**src/rtl/qrpack_pkg.sv**
```systemverilog
`timescale 1ns / 1ps
// ----------------------------------------------------------------------------
// QR segment packer package
// Shared codes, widths and the structs passed between the packer modules.
// ----------------------------------------------------------------------------
package qrpack_pkg;

  localparam int unsigned CAP_W  = 12;
  localparam int unsigned APP_W  = 20;   // widest single append: 4 + 16 bits
  localparam int unsigned LEN_W  = 5;
  localparam int unsigned BUF_W  = 7;    // pending bits never reach a byte
  localparam int unsigned FILL_W = 3;
  localparam int unsigned GV_W   = 11;
  localparam int unsigned MAX_BYTES = 3;

  localparam logic [CAP_W-1:0] MAX_CAPACITY = 12'd2956;

  localparam logic [3:0] IND_NUMERIC = 4'b0001;
  localparam logic [3:0] IND_ALNUM   = 4'b0010;
  localparam logic [3:0] IND_BYTE    = 4'b0100;

  localparam logic [7:0] PAD_BYTE_EVEN = 8'hEC;
  localparam logic [7:0] PAD_BYTE_ODD  = 8'h11;

  typedef enum logic [1:0] {
    CMD_START  = 2'd0,
    CMD_CHAR   = 2'd1,
    CMD_FINISH = 2'd2,
    CMD_PAD    = 2'd3
  } cmd_e;

  typedef enum logic [1:0] {
    MODE_NUMERIC = 2'd0,
    MODE_ALNUM   = 2'd1,
    MODE_BYTE    = 2'd2
  } mode_e;

  typedef enum logic [1:0] {
    REG_CNT_NUMERIC = 2'd0,
    REG_CNT_ALNUM   = 2'd1,
    REG_CNT_BYTE    = 2'd2,
    REG_CAPACITY    = 2'd3
  } reg_e;

  // Bits one input word adds to the stream, right aligned.
  typedef struct packed {
    logic [APP_W-1:0] val;
    logic [LEN_W-1:0] len;
    logic             finish;   // zero fill to the next byte boundary
  } append_t;

  // Up to three codewords produced by one input word.
  typedef struct packed {
    logic [MAX_BYTES-1:0][7:0] data;
    logic [1:0]                count;
    logic [MAX_BYTES-1:0]      done;
    logic [MAX_BYTES-1:0]      ovf;
    logic                      bad;
  } burst_t;

endpackage

```
**src/rtl/qrpack_encoder.sv**
```systemverilog
`timescale 1ns / 1ps
// ----------------------------------------------------------------------------
// QR segment packer command encoder
// Turns one command word into the bits it appends and the next group state.
// ----------------------------------------------------------------------------
module qrpack_encoder (
  input  qrpack_pkg::cmd_e                     cmd_i,
  input  logic [1:0]                           seg_mode_i,
  input  logic [15:0]                          char_count_i,
  input  logic [7:0]                           char_value_i,
  input  qrpack_pkg::mode_e                    mode_i,
  input  logic [qrpack_pkg::GV_W-1:0]          group_value_i,
  input  logic [1:0]                           group_chars_i,
  input  logic [qrpack_pkg::FILL_W-1:0]        fill_i,
  input  logic                                 pad_phase_i,
  input  logic                                 room_i,
  input  logic [3:0]                           cnt_bits_numeric_i,
  input  logic [3:0]                           cnt_bits_alnum_i,
  input  logic [4:0]                           cnt_bits_byte_i,
  output qrpack_pkg::append_t                  app_o,
  output qrpack_pkg::mode_e                    mode_o,
  output logic [qrpack_pkg::GV_W-1:0]          group_value_o,
  output logic [1:0]                           group_chars_o,
  output logic                                 pad_phase_o,
  output logic                                 bad_o
);
  import qrpack_pkg::*;

  // Returns {valid, code} for the 45-character alphanumeric set.
  function automatic logic [6:0] alnum_code(input logic [7:0] c);
    logic [6:0] r;
    r = '0;
    if (c >= "0" && c <= "9") begin
      r = {1'b1, 6'(c - "0")};
    end else if (c >= "A" && c <= "Z") begin
      r = {1'b1, 6'(c - "A" + 8'd10)};
    end else begin
      case (c)
        " ":     r = {1'b1, 6'd36};
        "$":     r = {1'b1, 6'd37};
        "%":     r = {1'b1, 6'd38};
        "*":     r = {1'b1, 6'd39};
        "+":     r = {1'b1, 6'd40};
        "-":     r = {1'b1, 6'd41};
        ".":     r = {1'b1, 6'd42};
        "/":     r = {1'b1, 6'd43};
        ":":     r = {1'b1, 6'd44};
        default: r = '0;
      endcase
    end
    return r;
  endfunction

  logic [3:0]       ind;
  logic [4:0]       cw;
  logic [APP_W-1:0] cnt_mask;
  logic             digit_ok;
  logic [3:0]       digit;
  logic [13:0]      times10;
  logic [GV_W-1:0]  num_next;
  logic [6:0]       acode;
  logic [16:0]      times45;
  logic [GV_W-1:0]  an_next;
  logic [LEN_W-1:0] flush_len;
  logic [GV_W-1:0]  flush_val;

  always_comb begin
    app_o         = '0;
    mode_o        = mode_i;
    group_value_o = group_value_i;
    group_chars_o = group_chars_i;
    pad_phase_o   = pad_phase_i;
    bad_o         = 1'b0;
    ind           = IND_BYTE;
    cw            = '0;
    cnt_mask      = '0;
    digit_ok      = (char_value_i >= "0") && (char_value_i <= "9");
    digit         = digit_ok ? 4'(char_value_i - "0") : 4'd0;
    times10       = {group_value_i, 3'b000} + {2'b00, group_value_i, 1'b0};
    num_next      = times10[GV_W-1:0] + {7'd0, digit};
    acode         = alnum_code(char_value_i);
    times45       = {1'b0, group_value_i, 5'd0} + {3'b0, group_value_i, 3'd0}
                  + {4'b0, group_value_i, 2'd0} + {6'd0, group_value_i};
    an_next       = times45[GV_W-1:0] + {5'd0, acode[5:0]};
    flush_len     = '0;
    flush_val     = '0;

    unique case (cmd_i)
      CMD_START: begin
        case (seg_mode_i)
          MODE_NUMERIC: begin
            mode_o = MODE_NUMERIC;
            ind    = IND_NUMERIC;
            cw     = {1'b0, cnt_bits_numeric_i};
          end
          MODE_ALNUM: begin
            mode_o = MODE_ALNUM;
            ind    = IND_ALNUM;
            cw     = {1'b0, cnt_bits_alnum_i};
          end
          default: begin
            // mode code three falls back to byte mode
            mode_o = MODE_BYTE;
            ind    = IND_BYTE;
            cw     = (cnt_bits_byte_i > 5'd16) ? 5'd16 : cnt_bits_byte_i;
          end
        endcase
        cnt_mask      = ~({APP_W{1'b1}} << cw);
        app_o.val     = ({16'd0, ind} << cw) | ({4'd0, char_count_i} & cnt_mask);
        app_o.len     = 5'd4 + cw;
        group_value_o = '0;
        group_chars_o = '0;
      end
      CMD_CHAR: begin
        case (mode_i)
          MODE_NUMERIC: begin
            bad_o = !digit_ok;
            if (group_chars_i == 2'd2) begin
              app_o.val     = {10'd0, num_next[9:0]};
              app_o.len     = 5'd10;
              group_value_o = '0;
              group_chars_o = '0;
            end else begin
              group_value_o = num_next;
              group_chars_o = group_chars_i + 2'd1;
            end
          end
          MODE_ALNUM: begin
            bad_o = !acode[6];
            if (group_chars_i == 2'd1) begin
              app_o.val     = {9'd0, an_next};
              app_o.len     = 5'd11;
              group_value_o = '0;
              group_chars_o = '0;
            end else begin
              group_value_o = an_next;
              group_chars_o = group_chars_i + 2'd1;
            end
          end
          default: begin
            app_o.val = {12'd0, char_value_i};
            app_o.len = 5'd8;
          end
        endcase
      end
      CMD_FINISH: begin
        // partial group, then the four-bit terminator
        case (mode_i)
          MODE_NUMERIC: begin
            if (group_chars_i == 2'd1) begin
              flush_len = 5'd4;
              flush_val = group_value_i & 11'h00F;
            end else if (group_chars_i == 2'd2) begin
              flush_len = 5'd7;
              flush_val = group_value_i & 11'h07F;
            end
          end
          MODE_ALNUM: begin
            if (group_chars_i != 2'd0) begin
              flush_len = 5'd6;
              flush_val = group_value_i & 11'h03F;
            end
          end
          default: begin
            flush_len = '0;
          end
        endcase
        app_o.val     = {5'd0, flush_val, 4'd0};
        app_o.len     = flush_len + 5'd4;
        app_o.finish  = 1'b1;
        group_value_o = '0;
        group_chars_o = '0;
      end
      CMD_PAD: begin
        if (fill_i == '0 && room_i) begin
          app_o.val   = {12'd0, pad_phase_i ? PAD_BYTE_ODD : PAD_BYTE_EVEN};
          app_o.len   = 5'd8;
          pad_phase_o = !pad_phase_i;
        end
      end
      default: begin
        app_o = '0;
      end
    endcase
  end

endmodule

```
**src/rtl/qrpack_slicer.sv**
```systemverilog
`timescale 1ns / 1ps
// ----------------------------------------------------------------------------
// QR segment packer byte slicer
// Joins pending bits with new bits and cuts whole codewords, MSB first.
// ----------------------------------------------------------------------------
module qrpack_slicer (
  input  logic [qrpack_pkg::BUF_W-1:0]                 buf_i,
  input  logic [qrpack_pkg::FILL_W-1:0]                fill_i,
  input  qrpack_pkg::append_t                          app_i,
  output logic [qrpack_pkg::MAX_BYTES-1:0][7:0]        data_o,
  output logic [1:0]                                   count_o,
  output logic [qrpack_pkg::BUF_W-1:0]                 buf_o,
  output logic [qrpack_pkg::FILL_W-1:0]                fill_o
);
  import qrpack_pkg::*;

  logic [31:0] w;
  logic [31:0] al;
  logic [5:0]  len;
  logic [3:0]  pad;

  always_comb begin
    w   = ({25'd0, buf_i} << app_i.len) | {12'd0, app_i.val};
    len = {3'd0, fill_i} + {1'b0, app_i.len};
    pad = '0;
    // finish rounds up to a byte boundary with zeros
    if (app_i.finish && len[2:0] != 3'd0) begin
      pad = 4'd8 - {1'b0, len[2:0]};
      w   = w << pad;
      len = len + {2'd0, pad};
    end
    al        = w << (6'd32 - len);
    data_o[0] = al[31:24];
    data_o[1] = al[23:16];
    data_o[2] = al[15:8];
    count_o   = len[4:3];
    fill_o    = len[2:0];
    buf_o     = w[BUF_W-1:0] & ~({BUF_W{1'b1}} << len[2:0]);
  end

endmodule

```
**src/rtl/qrpack_burst.sv**
```systemverilog
`timescale 1ns / 1ps
// ----------------------------------------------------------------------------
// QR segment packer output burst register
// Holds the codewords of one input word and hands them out one per cycle while the receiver is ready.
// ----------------------------------------------------------------------------
module qrpack_burst (
  input  logic               clk_i,
  input  logic               rst_ni,
  input  logic               load_i,
  input  qrpack_pkg::burst_t burst_i,
  output logic               free_o,
  output logic               m_tvalid_o,
  input  logic               m_tready_i,
  output logic [7:0]         m_tdata_o,   // [7:0] out_byte
  output logic               m_tlast_o,
  output logic [2:0]         m_tuser_o    // [0] symbol_done, [1] overflow, [2] bad_char
);
  import qrpack_pkg::*;

  logic   valid_q, valid_d;
  logic [1:0] idx_q, idx_d;
  burst_t burst_q;
  logic   last;
  logic   take;

  assign last       = (idx_q == burst_q.count - 2'd1);
  assign take       = valid_q && m_tready_i;
  assign free_o     = !valid_q || (take && last);
  assign m_tvalid_o = valid_q;
  assign m_tlast_o  = last;

  always_comb begin
    case (idx_q)
      2'd0:    m_tdata_o = burst_q.data[0];
      2'd1:    m_tdata_o = burst_q.data[1];
      default: m_tdata_o = burst_q.data[2];
    endcase
    case (idx_q)
      2'd0:    m_tuser_o = {burst_q.bad, burst_q.ovf[0], burst_q.done[0]};
      2'd1:    m_tuser_o = {burst_q.bad, burst_q.ovf[1], burst_q.done[1]};
      default: m_tuser_o = {burst_q.bad, burst_q.ovf[2], burst_q.done[2]};
    endcase
  end

  always_comb begin
    valid_d = valid_q;
    idx_d   = idx_q;
    if (load_i) begin
      valid_d = 1'b1;
      idx_d   = '0;
    end else if (take && last) begin
      valid_d = 1'b0;
    end else if (take) begin
      idx_d = idx_q + 2'd1;
    end
  end

  always_ff @(posedge clk_i or negedge rst_ni) begin
    if (!rst_ni) begin
      valid_q <= 1'b0;
      idx_q   <= '0;
    end else begin
      valid_q <= valid_d;
      idx_q   <= idx_d;
    end
  end

  always_ff @(posedge clk_i) begin
    if (load_i) begin
      burst_q <= burst_i;
    end
  end

endmodule

```
**src/rtl/qr_data_segment_bit_packer.sv**
```systemverilog
`timescale 1ns / 1ps
// ----------------------------------------------------------------------------
// QR data segment bit packer
// Packs numeric, alphanumeric and byte segments into QR data codewords.
// ----------------------------------------------------------------------------
// Usage:
//   Input words arrive on the s_* stream: tuser carries the command (start,
//   character, finish, pad) and the segment mode, tdata the character count
//   and the character value. Each word yields zero to three codeword words on
//   the m_* stream, MSB first; tlast marks the last codeword a word caused,
//   tuser carries symbol_done and the sticky overflow and bad_char flags.
//   Count field widths and symbol capacity sit behind the APB port; write
//   them only while the block is idle.
// Timing:
//   A word is decoded and sliced in its accept cycle; its codewords are
//   valid on m_* the next cycle and leave one per cycle while m_tready is
//   high. The next word is taken in the cycle the last codeword of the
//   previous one leaves: one word per cycle while m_tready holds for words
//   yielding one codeword, while a word yielding up to three holds off the
//   next until its last leaves, bounded by the byte-wide output port.
// Reset clears all segment state, flags and counters and loads the register
// defaults. When the receiver stalls, hold the current codeword and refuse
// new input words until the burst drains.
// ----------------------------------------------------------------------------
module qr_data_segment_bit_packer (
  input  logic        clk_i,
  input  logic        rst_ni,
  // input stream
  input  logic        s_tvalid_i,
  output logic        s_tready_o,
  input  logic [23:0] s_tdata_i,   // [15:0] char_count, [23:16] char_value
  input  logic [3:0]  s_tuser_i,   // [1:0] cmd, [3:2] seg_mode
  // codeword stream
  output logic        m_tvalid_o,
  input  logic        m_tready_i,
  output logic [7:0]  m_tdata_o,   // [7:0] out_byte
  output logic        m_tlast_o,
  output logic [2:0]  m_tuser_o,   // [0] symbol_done, [1] overflow, [2] bad_char
  // configuration
  input  logic        psel,
  input  logic        penable,
  input  logic        pwrite,
  input  logic [3:0]  paddr,
  input  logic [31:0] pwdata,
  output logic [31:0] prdata,
  output logic        pready
);
  import qrpack_pkg::*;

  // configuration registers
  logic [3:0]       cnt_num_q;
  logic [3:0]       cnt_alnum_q;
  logic [4:0]       cnt_byte_q;
  logic [CAP_W-1:0] cap_q;

  // segment state
  mode_e             mode_q, mode_d;
  logic [GV_W-1:0]   gv_q, gv_d;
  logic [1:0]        gc_q, gc_d;
  logic [BUF_W-1:0]  buf_q, buf_d;
  logic [FILL_W-1:0] fill_q, fill_d;
  logic [CAP_W-1:0]  be_q, be_d;
  logic              pad_q, pad_d;
  logic              ovf_q, ovf_d;
  logic              bad_q, bad_d;

  logic              s_accept;
  logic              cfg_write;
  reg_e              reg_sel;
  logic [CAP_W-1:0]  cap_eff;
  logic              room;
  logic              bad_set;
  append_t           app;
  logic [MAX_BYTES-1:0][7:0] bytes;
  logic [1:0]        nbytes;
  logic [CAP_W:0]    pos;
  logic [CAP_W:0]    sum;
  burst_t            burst;

  assign pready     = 1'b1;
  assign cfg_write  = psel && penable && pwrite;
  assign reg_sel    = reg_e'(paddr[3:2]);
  assign s_accept   = s_tvalid_i && s_tready_o;
  assign cap_eff    = (cap_q > MAX_CAPACITY) ? MAX_CAPACITY : cap_q;
  assign room       = be_q < cap_eff;

  // Register read back
  always_comb begin
    unique case (reg_sel)
      REG_CNT_NUMERIC: prdata = {28'd0, cnt_num_q};
      REG_CNT_ALNUM:   prdata = {28'd0, cnt_alnum_q};
      REG_CNT_BYTE:    prdata = {27'd0, cnt_byte_q};
      REG_CAPACITY:    prdata = {20'd0, cap_q};
      default:         prdata = '0;
    endcase
  end

  always_ff @(posedge clk_i or negedge rst_ni) begin
    if (!rst_ni) begin
      cnt_num_q   <= 4'd14;
      cnt_alnum_q <= 4'd13;
      cnt_byte_q  <= 5'd16;
      cap_q       <= 12'd2956;
    end else if (cfg_write) begin
      unique case (reg_sel)
        REG_CNT_NUMERIC: cnt_num_q   <= pwdata[3:0];
        REG_CNT_ALNUM:   cnt_alnum_q <= pwdata[3:0];
        REG_CNT_BYTE:    cnt_byte_q  <= pwdata[4:0];
        REG_CAPACITY:    cap_q       <= pwdata[CAP_W-1:0];
        default:         cap_q       <= cap_q;
      endcase
    end
  end

  qrpack_encoder u_encoder (
    .cmd_i              (cmd_e'(s_tuser_i[1:0])),
    .seg_mode_i         (s_tuser_i[3:2]),
    .char_count_i       (s_tdata_i[15:0]),
    .char_value_i       (s_tdata_i[23:16]),
    .mode_i             (mode_q),
    .group_value_i      (gv_q),
    .group_chars_i      (gc_q),
    .fill_i             (fill_q),
    .pad_phase_i        (pad_q),
    .room_i             (room),
    .cnt_bits_numeric_i (cnt_num_q),
    .cnt_bits_alnum_i   (cnt_alnum_q),
    .cnt_bits_byte_i    (cnt_byte_q),
    .app_o              (app),
    .mode_o             (mode_d),
    .group_value_o      (gv_d),
    .group_chars_o      (gc_d),
    .pad_phase_o        (pad_d),
    .bad_o              (bad_set)
  );

  qrpack_slicer u_slicer (
    .buf_i   (buf_q),
    .fill_i  (fill_q),
    .app_i   (app),
    .data_o  (bytes),
    .count_o (nbytes),
    .buf_o   (buf_d),
    .fill_o  (fill_d)
  );

  // Per-codeword capacity check: a codeword past capacity still goes out,
  // flags overflow and is not counted.
  always_comb begin
    pos         = '0;
    burst.data  = bytes;
    burst.count = nbytes;
    burst.bad   = bad_q || bad_set;
    for (int k = 0; k < MAX_BYTES; k++) begin
      pos           = {1'b0, be_q} + (CAP_W+1)'(k);
      burst.ovf[k]  = ovf_q || (pos >= {1'b0, cap_eff});
      burst.done[k] = (pos < {1'b0, cap_eff}) && (pos + 13'd1 == {1'b0, cap_eff});
    end
    sum   = {1'b0, be_q} + {11'd0, nbytes};
    bad_d = bad_q || bad_set;
    // any codeword of this word landing past capacity raises overflow
    ovf_d = ovf_q || ((nbytes != 2'd0) && (sum > {1'b0, cap_eff}));
    if (!room) begin
      be_d = be_q;
    end else if (sum >= {1'b0, cap_eff}) begin
      be_d = cap_eff;
    end else begin
      be_d = sum[CAP_W-1:0];
    end
  end

  // Advance segment state on every accepted word
  always_ff @(posedge clk_i or negedge rst_ni) begin
    if (!rst_ni) begin
      mode_q <= MODE_NUMERIC;
      gv_q   <= '0;
      gc_q   <= '0;
      buf_q  <= '0;
      fill_q <= '0;
      be_q   <= '0;
      pad_q  <= 1'b0;
      ovf_q  <= 1'b0;
      bad_q  <= 1'b0;
    end else if (s_accept) begin
      mode_q <= mode_d;
      gv_q   <= gv_d;
      gc_q   <= gc_d;
      buf_q  <= buf_d;
      fill_q <= fill_d;
      be_q   <= be_d;
      pad_q  <= pad_d;
      ovf_q  <= ovf_d;
      bad_q  <= bad_d;
    end
  end

  qrpack_burst u_burst (
    .clk_i      (clk_i),
    .rst_ni     (rst_ni),
    .load_i     (s_accept && (nbytes != 2'd0)),
    .burst_i    (burst),
    .free_o     (s_tready_o),
    .m_tvalid_o (m_tvalid_o),
    .m_tready_i (m_tready_i),
    .m_tdata_o  (m_tdata_o),
    .m_tlast_o  (m_tlast_o),
    .m_tuser_o  (m_tuser_o)
  );

endmodule

```
**config.mk**
```make
export PLATFORM = sky130hd
export DESIGN_NAME = qr_data_segment_bit_packer
export DESIGN_NICKNAME = d
export VERILOG_FILES = /design/src/rtl/qrpack_pkg.sv /design/src/rtl/qrpack_encoder.sv /design/src/rtl/qrpack_slicer.sv /design/src/rtl/qrpack_burst.sv /design/src/rtl/qr_data_segment_bit_packer.sv
export SDC_FILE = /design/constraint.sdc
export NUM_CORES = 1
export LEC_CHECK = 0
export BUFFER_PORTS_ARGS = -buffer_cell sky130_fd_sc_hd__clkbuf_2
export CORE_MARGIN = 10
export CORE_UTILIZATION = 58
export CTS_BUF_LIST = sky130_fd_sc_hd__clkbuf_4
export CTS_CLUSTER_DIAMETER = 50
export DETAILED_ROUTE_END_ITERATION = 8
export PLACE_DENSITY = 0.78
export SLEW_MARGIN = 20
export SYNTH_ARGS = -nofsm -noshare
export SYNTH_HDL_FRONTEND = slang
export SYNTH_HIERARCHICAL = 1
export SYNTH_SLANG_ARGS = --single-unit
```
**constraint.sdc**
```tcl
create_clock -name clk_i -period 8.1 [get_ports clk_i]
set_input_delay 1.215 -clock clk_i [delete_from_list [all_inputs] [get_ports clk_i]]
set_output_delay 1.215 -clock clk_i [all_outputs]
set_load 0.02 [all_outputs]
```
==> impl_metrics.sql <==
INSERT INTO impl_metrics (metric_group, metric, value, unit) VALUES
('timing', 'worst_pin_slew', '1.24', 'ns'),
('timing', 'report.final.hold_viol_count', '0', ''),
('floorplanning', 'number_of_placed_i_o_pins', '118', ''),
('layout', 'post_route_cells_drive_above_1_share', '0.181', ''),
('cts', 'root_buffer', 'clkbuf_4', ''),
('floorplanning', 'die_height', '189', 'um'),
('drt', 'route.detailed.drc', '0', ''),
('timing', 'timing.final.ws_setup', '0.344', 'ns'),
('timing', 'final.setup_skew', '0.0402', 'ns'),
('drt', 'drtAntennaViolNets', '0', ''),
('worst_setup_path', 'critPathArrivalTime', '8.15', 'ns'),
('worst_hold_path', 'min_delay_path_depth', '1', ''),
('floorplanning', 'floorplan.rows', '61', ''),
('floorplanning', 'die_w', '189', 'um'),
('layout', 'final-seq-area', '0.00271', 'mm2'),
('drt', 'total_number_of_vias', '17656', ''),
('drt', 'drt_iter0_drc', '2285', ''),
('timing', 'max_slew_margin', '0.170', ''),
('worst_setup_path', 'worstReg2RegStart', 'cap_q[5]', ''),
('global_route', 'grt_overflow_total', '0', ''),
('synth', 'synthesis.yosys.warnings', '6', ''),
('timing', 'finalWorstPathRequiredPeriod', '7.76', 'ns'),
('synth', 'yosys_most_used_dff', 'dfrtp_1', ''),
('global_route', 'pin_count_of_the_biggest_net_entering_global_routing', '69', ''),
('drt', 'route.detailed.wl_per_inst', '25.3', 'um'),
('timing', 'fmaxAchievable', '129', 'MHz'),
('synth', 'syn-cell-area', '0.0165', 'mm2'),
('layout', 'finalNetCount', '2292', ''),
('cts', 'clock_tree.htree_level_count', '3', ''),
('timing', 'finalCritPeriodShare', '0.958', ''),
('worst_hold_path', 'worst_hold_path_type', 'flop to flop', ''),
('cts', 'clock_latency_of_the_later_clocked_register_in_the_worst_skew_pair', '0.51', 'ns'),
('synth', 'yosysSeqAreaShare', '0.164', ''),
('drt', 'postRouteWirelength', '62500', 'um'),
('cts', 'cts_sinks', '101', ''),
('placed_design', 'gp_congestion', '1.10', ''),
('floorplanning', 'core-area', '0.0279', 'mm2'),
('timing', 'setup_violations', '0', ''),
('drt', 'detail_route.first_pass.iterations', '8', ''),
('floorplanning', 'floorplan.initialDensity', '0.590', ''),
('worst_setup_path', 'setup.worst_path.class', 'flop to flop', ''),
('timing', 'sum_of_negative_setup_slack', '0', 'ns'),
('timing', 'finalMaxSlewViolations', '0', ''),
('worst_hold_path', 'min_delay_worst_endpoint', 'bad_q', ''),
('worst_setup_path', 'max_stage_delay', '0.45', 'ns'),
('timing', 'worst_hold_slack', '0.491', 'ns'),
('synth', 'synth-edff-count', '33', ''),
('placed_design', 'placement.io_buffers', '74', ''),
('worst_setup_path', 'cp_common_cell', 'ha_1', ''),
('global_route', 'global_route_wire_length_before_repair', '97500', 'um'),
('synth', 'syn-instance-count', '2047', ''),
('cts', 'total_cts_buffers', '9', ''),
('cts', 'tritoncts', 'done', ''),
('job', 'drv.max_cap_violation_count', '0', ''),
('layout', 'syn2layout_area_growth', '6.32', '%'),
('worst_setup_path', 'crit_fanout', '14', ''),
('worst_setup_path', 'ff2ff_setup_slack', '0.34', 'ns'),
('synth', 'synth-async-reset-ratio', '0.673', ''),
('worst_setup_path', 'cp_endpoint_kind', 'flop', ''),
('worst_setup_path', 'reg2reg_depth', '34', ''),
('status', 'outcome', 'completed', ''),
('synth', 'synth-seq-cells', '101', ''),
('placed_design', 'post-dp-hpwl', '47000', 'um'),
('cts', 'clk_pin_slew_worst_paths', '0.20', 'ns'),
('global_route', 'vias_in_the_first_global_route', '16788', ''),
('worst_setup_path', 'critPathSlowestCell', 'dfrtp_1', ''),
('drt', 'avgViaCountPerCell', '7.15', ''),
('layout', 'n_fill_cell', '2512', ''),
('placed_design', 'pre_cts_slack', '-0.0530', 'ns'),
('worst_setup_path', 'critical_path_data_required_time', '8.49', 'ns'),
('floorplanning', 'fp.dieArea', '0.0356', 'mm2'),
('worst_setup_path', 'critical_path.reg2reg.endpoint', 'be_q[0]', ''),
('synth', 'netlist-cell-type-count', '123', ''),
('global_route', 'groute.usage.overall', '0.339', ''),
('global_route', 'grt_antenna_before_repair', '1', ''),
('cts', 'maximum_buffer_depth_of_the_clock_tree', '2', ''),
('layout', 'multi_input_comb_area', '0.0129', 'mm2'),
('synth', 'postSynthAreaPerCell', '8.05', 'um2'),
('worst_hold_path', 'hold_start', 'bad_q', ''),
('worst_setup_path', 'startpoint_type', 'flop', '');
[registers in the layout, indices dropped and copies added, names as in the netlist, 4 cells and up]
signal	cells
cnt_alnum_q	4
cnt_num_q	4
cap_q	12
buf_q	7
cnt_byte_q	5
u_burst/burst_q	33
gv_q	11
be_q	12
[Yosys cell counts, types with 12 or more instances]
cell type	instances	area, um2
a211oi_1	39	293
a21o_1	20	150
a21oi_1	109	546
a221oi_1	18	158
a22oi_1	37	278
a31oi_1	28	175
a32oi_1	16	140
and2_1	26	163
and3_1	17	106
buf_2	28	140
buf_4	34	255
clkbuf_1	75	282
dfrtp_1	55	1380
dfstp_2	13	342
edfxtp_1	33	991
fa_1	21	420
ha_1	117	1460
inv_1	68	255
mux2_2	69	777
mux2i_1	48	480
mux4_2	12	270
nand2_1	172	646
nand2b_1	28	175
nand3_1	49	245
nand4_1	21	131
nor2_1	170	638
nor2b_1	26	163
nor3_1	63	315
nor4_1	12	75.1
o211ai_1	30	225
o21a_1	22	165
o21ai_0	115	576
o221ai_1	15	131
o22ai_1	25	156
o31ai_1	15	113
xnor2_1	63	552
xor2_1	23	201
[final cells by class]
| cell class | count | share of cell area |
|---|---|---|
| diodes | 2 | 0.000286 |
| clock buffers | 9 | 0.00385 |
| clock inverters | 7 | 0.00450 |
| inverters | 80 | 0.0171 |
| multi-input cells | 1732 | 0.734 |
| flip-flops and latches | 101 | 0.155 |
| well taps | 378 | 0.0270 |
| repair buffers | 159 | 0.0584 |
[routing by layer]
metal / global-route usage / part of all wire / vias up / wire length [um]
li1: - / - / 7813 / -
met1: 0.423 / 0.39 / 8460 / 24300
met2: 0.549 / 0.46 / 1150 / 28900
met3: 0.0517 / 0.087 / 233 / 5410
met4: 0.187 / 0.061 / 0 / 3820
met5: 0 / 0 / - / 0
[how the worst max path moves through the flow]
stage          cells after the start  startpoint  endpoint
2_1_floorplan                     36   cap_q[11]   be_q[8]
3_3_place_gp                      32   cap_q[11]   be_q[9]
3_5_place_dp                      32   cap_q[11]   be_q[9]
4_1_cts                           32   cap_q[11]   be_q[9]
5_1_grt                           34    cap_q[5]   be_q[2]
6_report                          34    cap_q[5]   be_q[0]
[cell families (layout without fill, tap and decap cells)]
| group | count (synthesis) | in the layout | share of synthesized area |
|---|---|---|---|
| buffers and inverters | 233 | 255 | 0.0653 |
| muxes | 140 | 140 | 0.102 |
| xor gates and xnor gates | 92 | 92 | 0.0516 |
| AOI/OAI and AO/OA | 661 | 661 | 0.291 |
| other | 3 | 24 | 0.000683 |
| DFF | 101 | 101 | 0.164 |
| and+or+nand+nor | 676 | 676 | 0.209 |
| adders and majority gates | 141 | 141 | 0.116 |
[worst max-delay path: cells and delay by family, from the launching register on]
kind / cells / cell delay [ns]
simple gates: 8 / 1.23
xor+xnor: 2 / 0.19
buf+inv: 3 / 0.40
compound gates: 11 / 2.23
fa+ha+maj: 6 / 2.03
mux: 4 / 1.12
flops: 1 / 0.45
[cell usage in the layout, fill, tap and decap left out, types with 33 or more instances in the layout]
master,synthesis,final
nor3_1,63,63
a22oi_1,37,37
xnor2_1,63,63
nor2_1,170,168
nand2_1,172,170
nand3_1,49,49
a211oi_1,39,36
mux2i_1,48,48
buf_4,34,85
inv_1,68,68
mux2_2,69,69
ha_1,117,115
a21oi_1,109,109
o21ai_0,115,113
dfrtp_1,55,55
edfxtp_1,33,33
clkbuf_2,1,73
[metrics by stage]
step,instance area (um2),std cells,util
4_1_cts,17400,2463,0.624
2_1_floorplan,16600,2066,-
6_report,17500,2468,0.628
5_1_grt,17500,2467,0.627
3_5_place_dp,17300,2447,0.618
3_3_place_gp,17300,2447,0.618
[repair_timing]
item,CTS,global route
buffers inserted,0,2
gates resized for setup,1,13
hold buffers,0,0
setup endpoints to repair,6,13
Power is left out: the tool's default activity adds up to more than one toggle a clock period on the data nets, which glitch-free logic cannot reach.
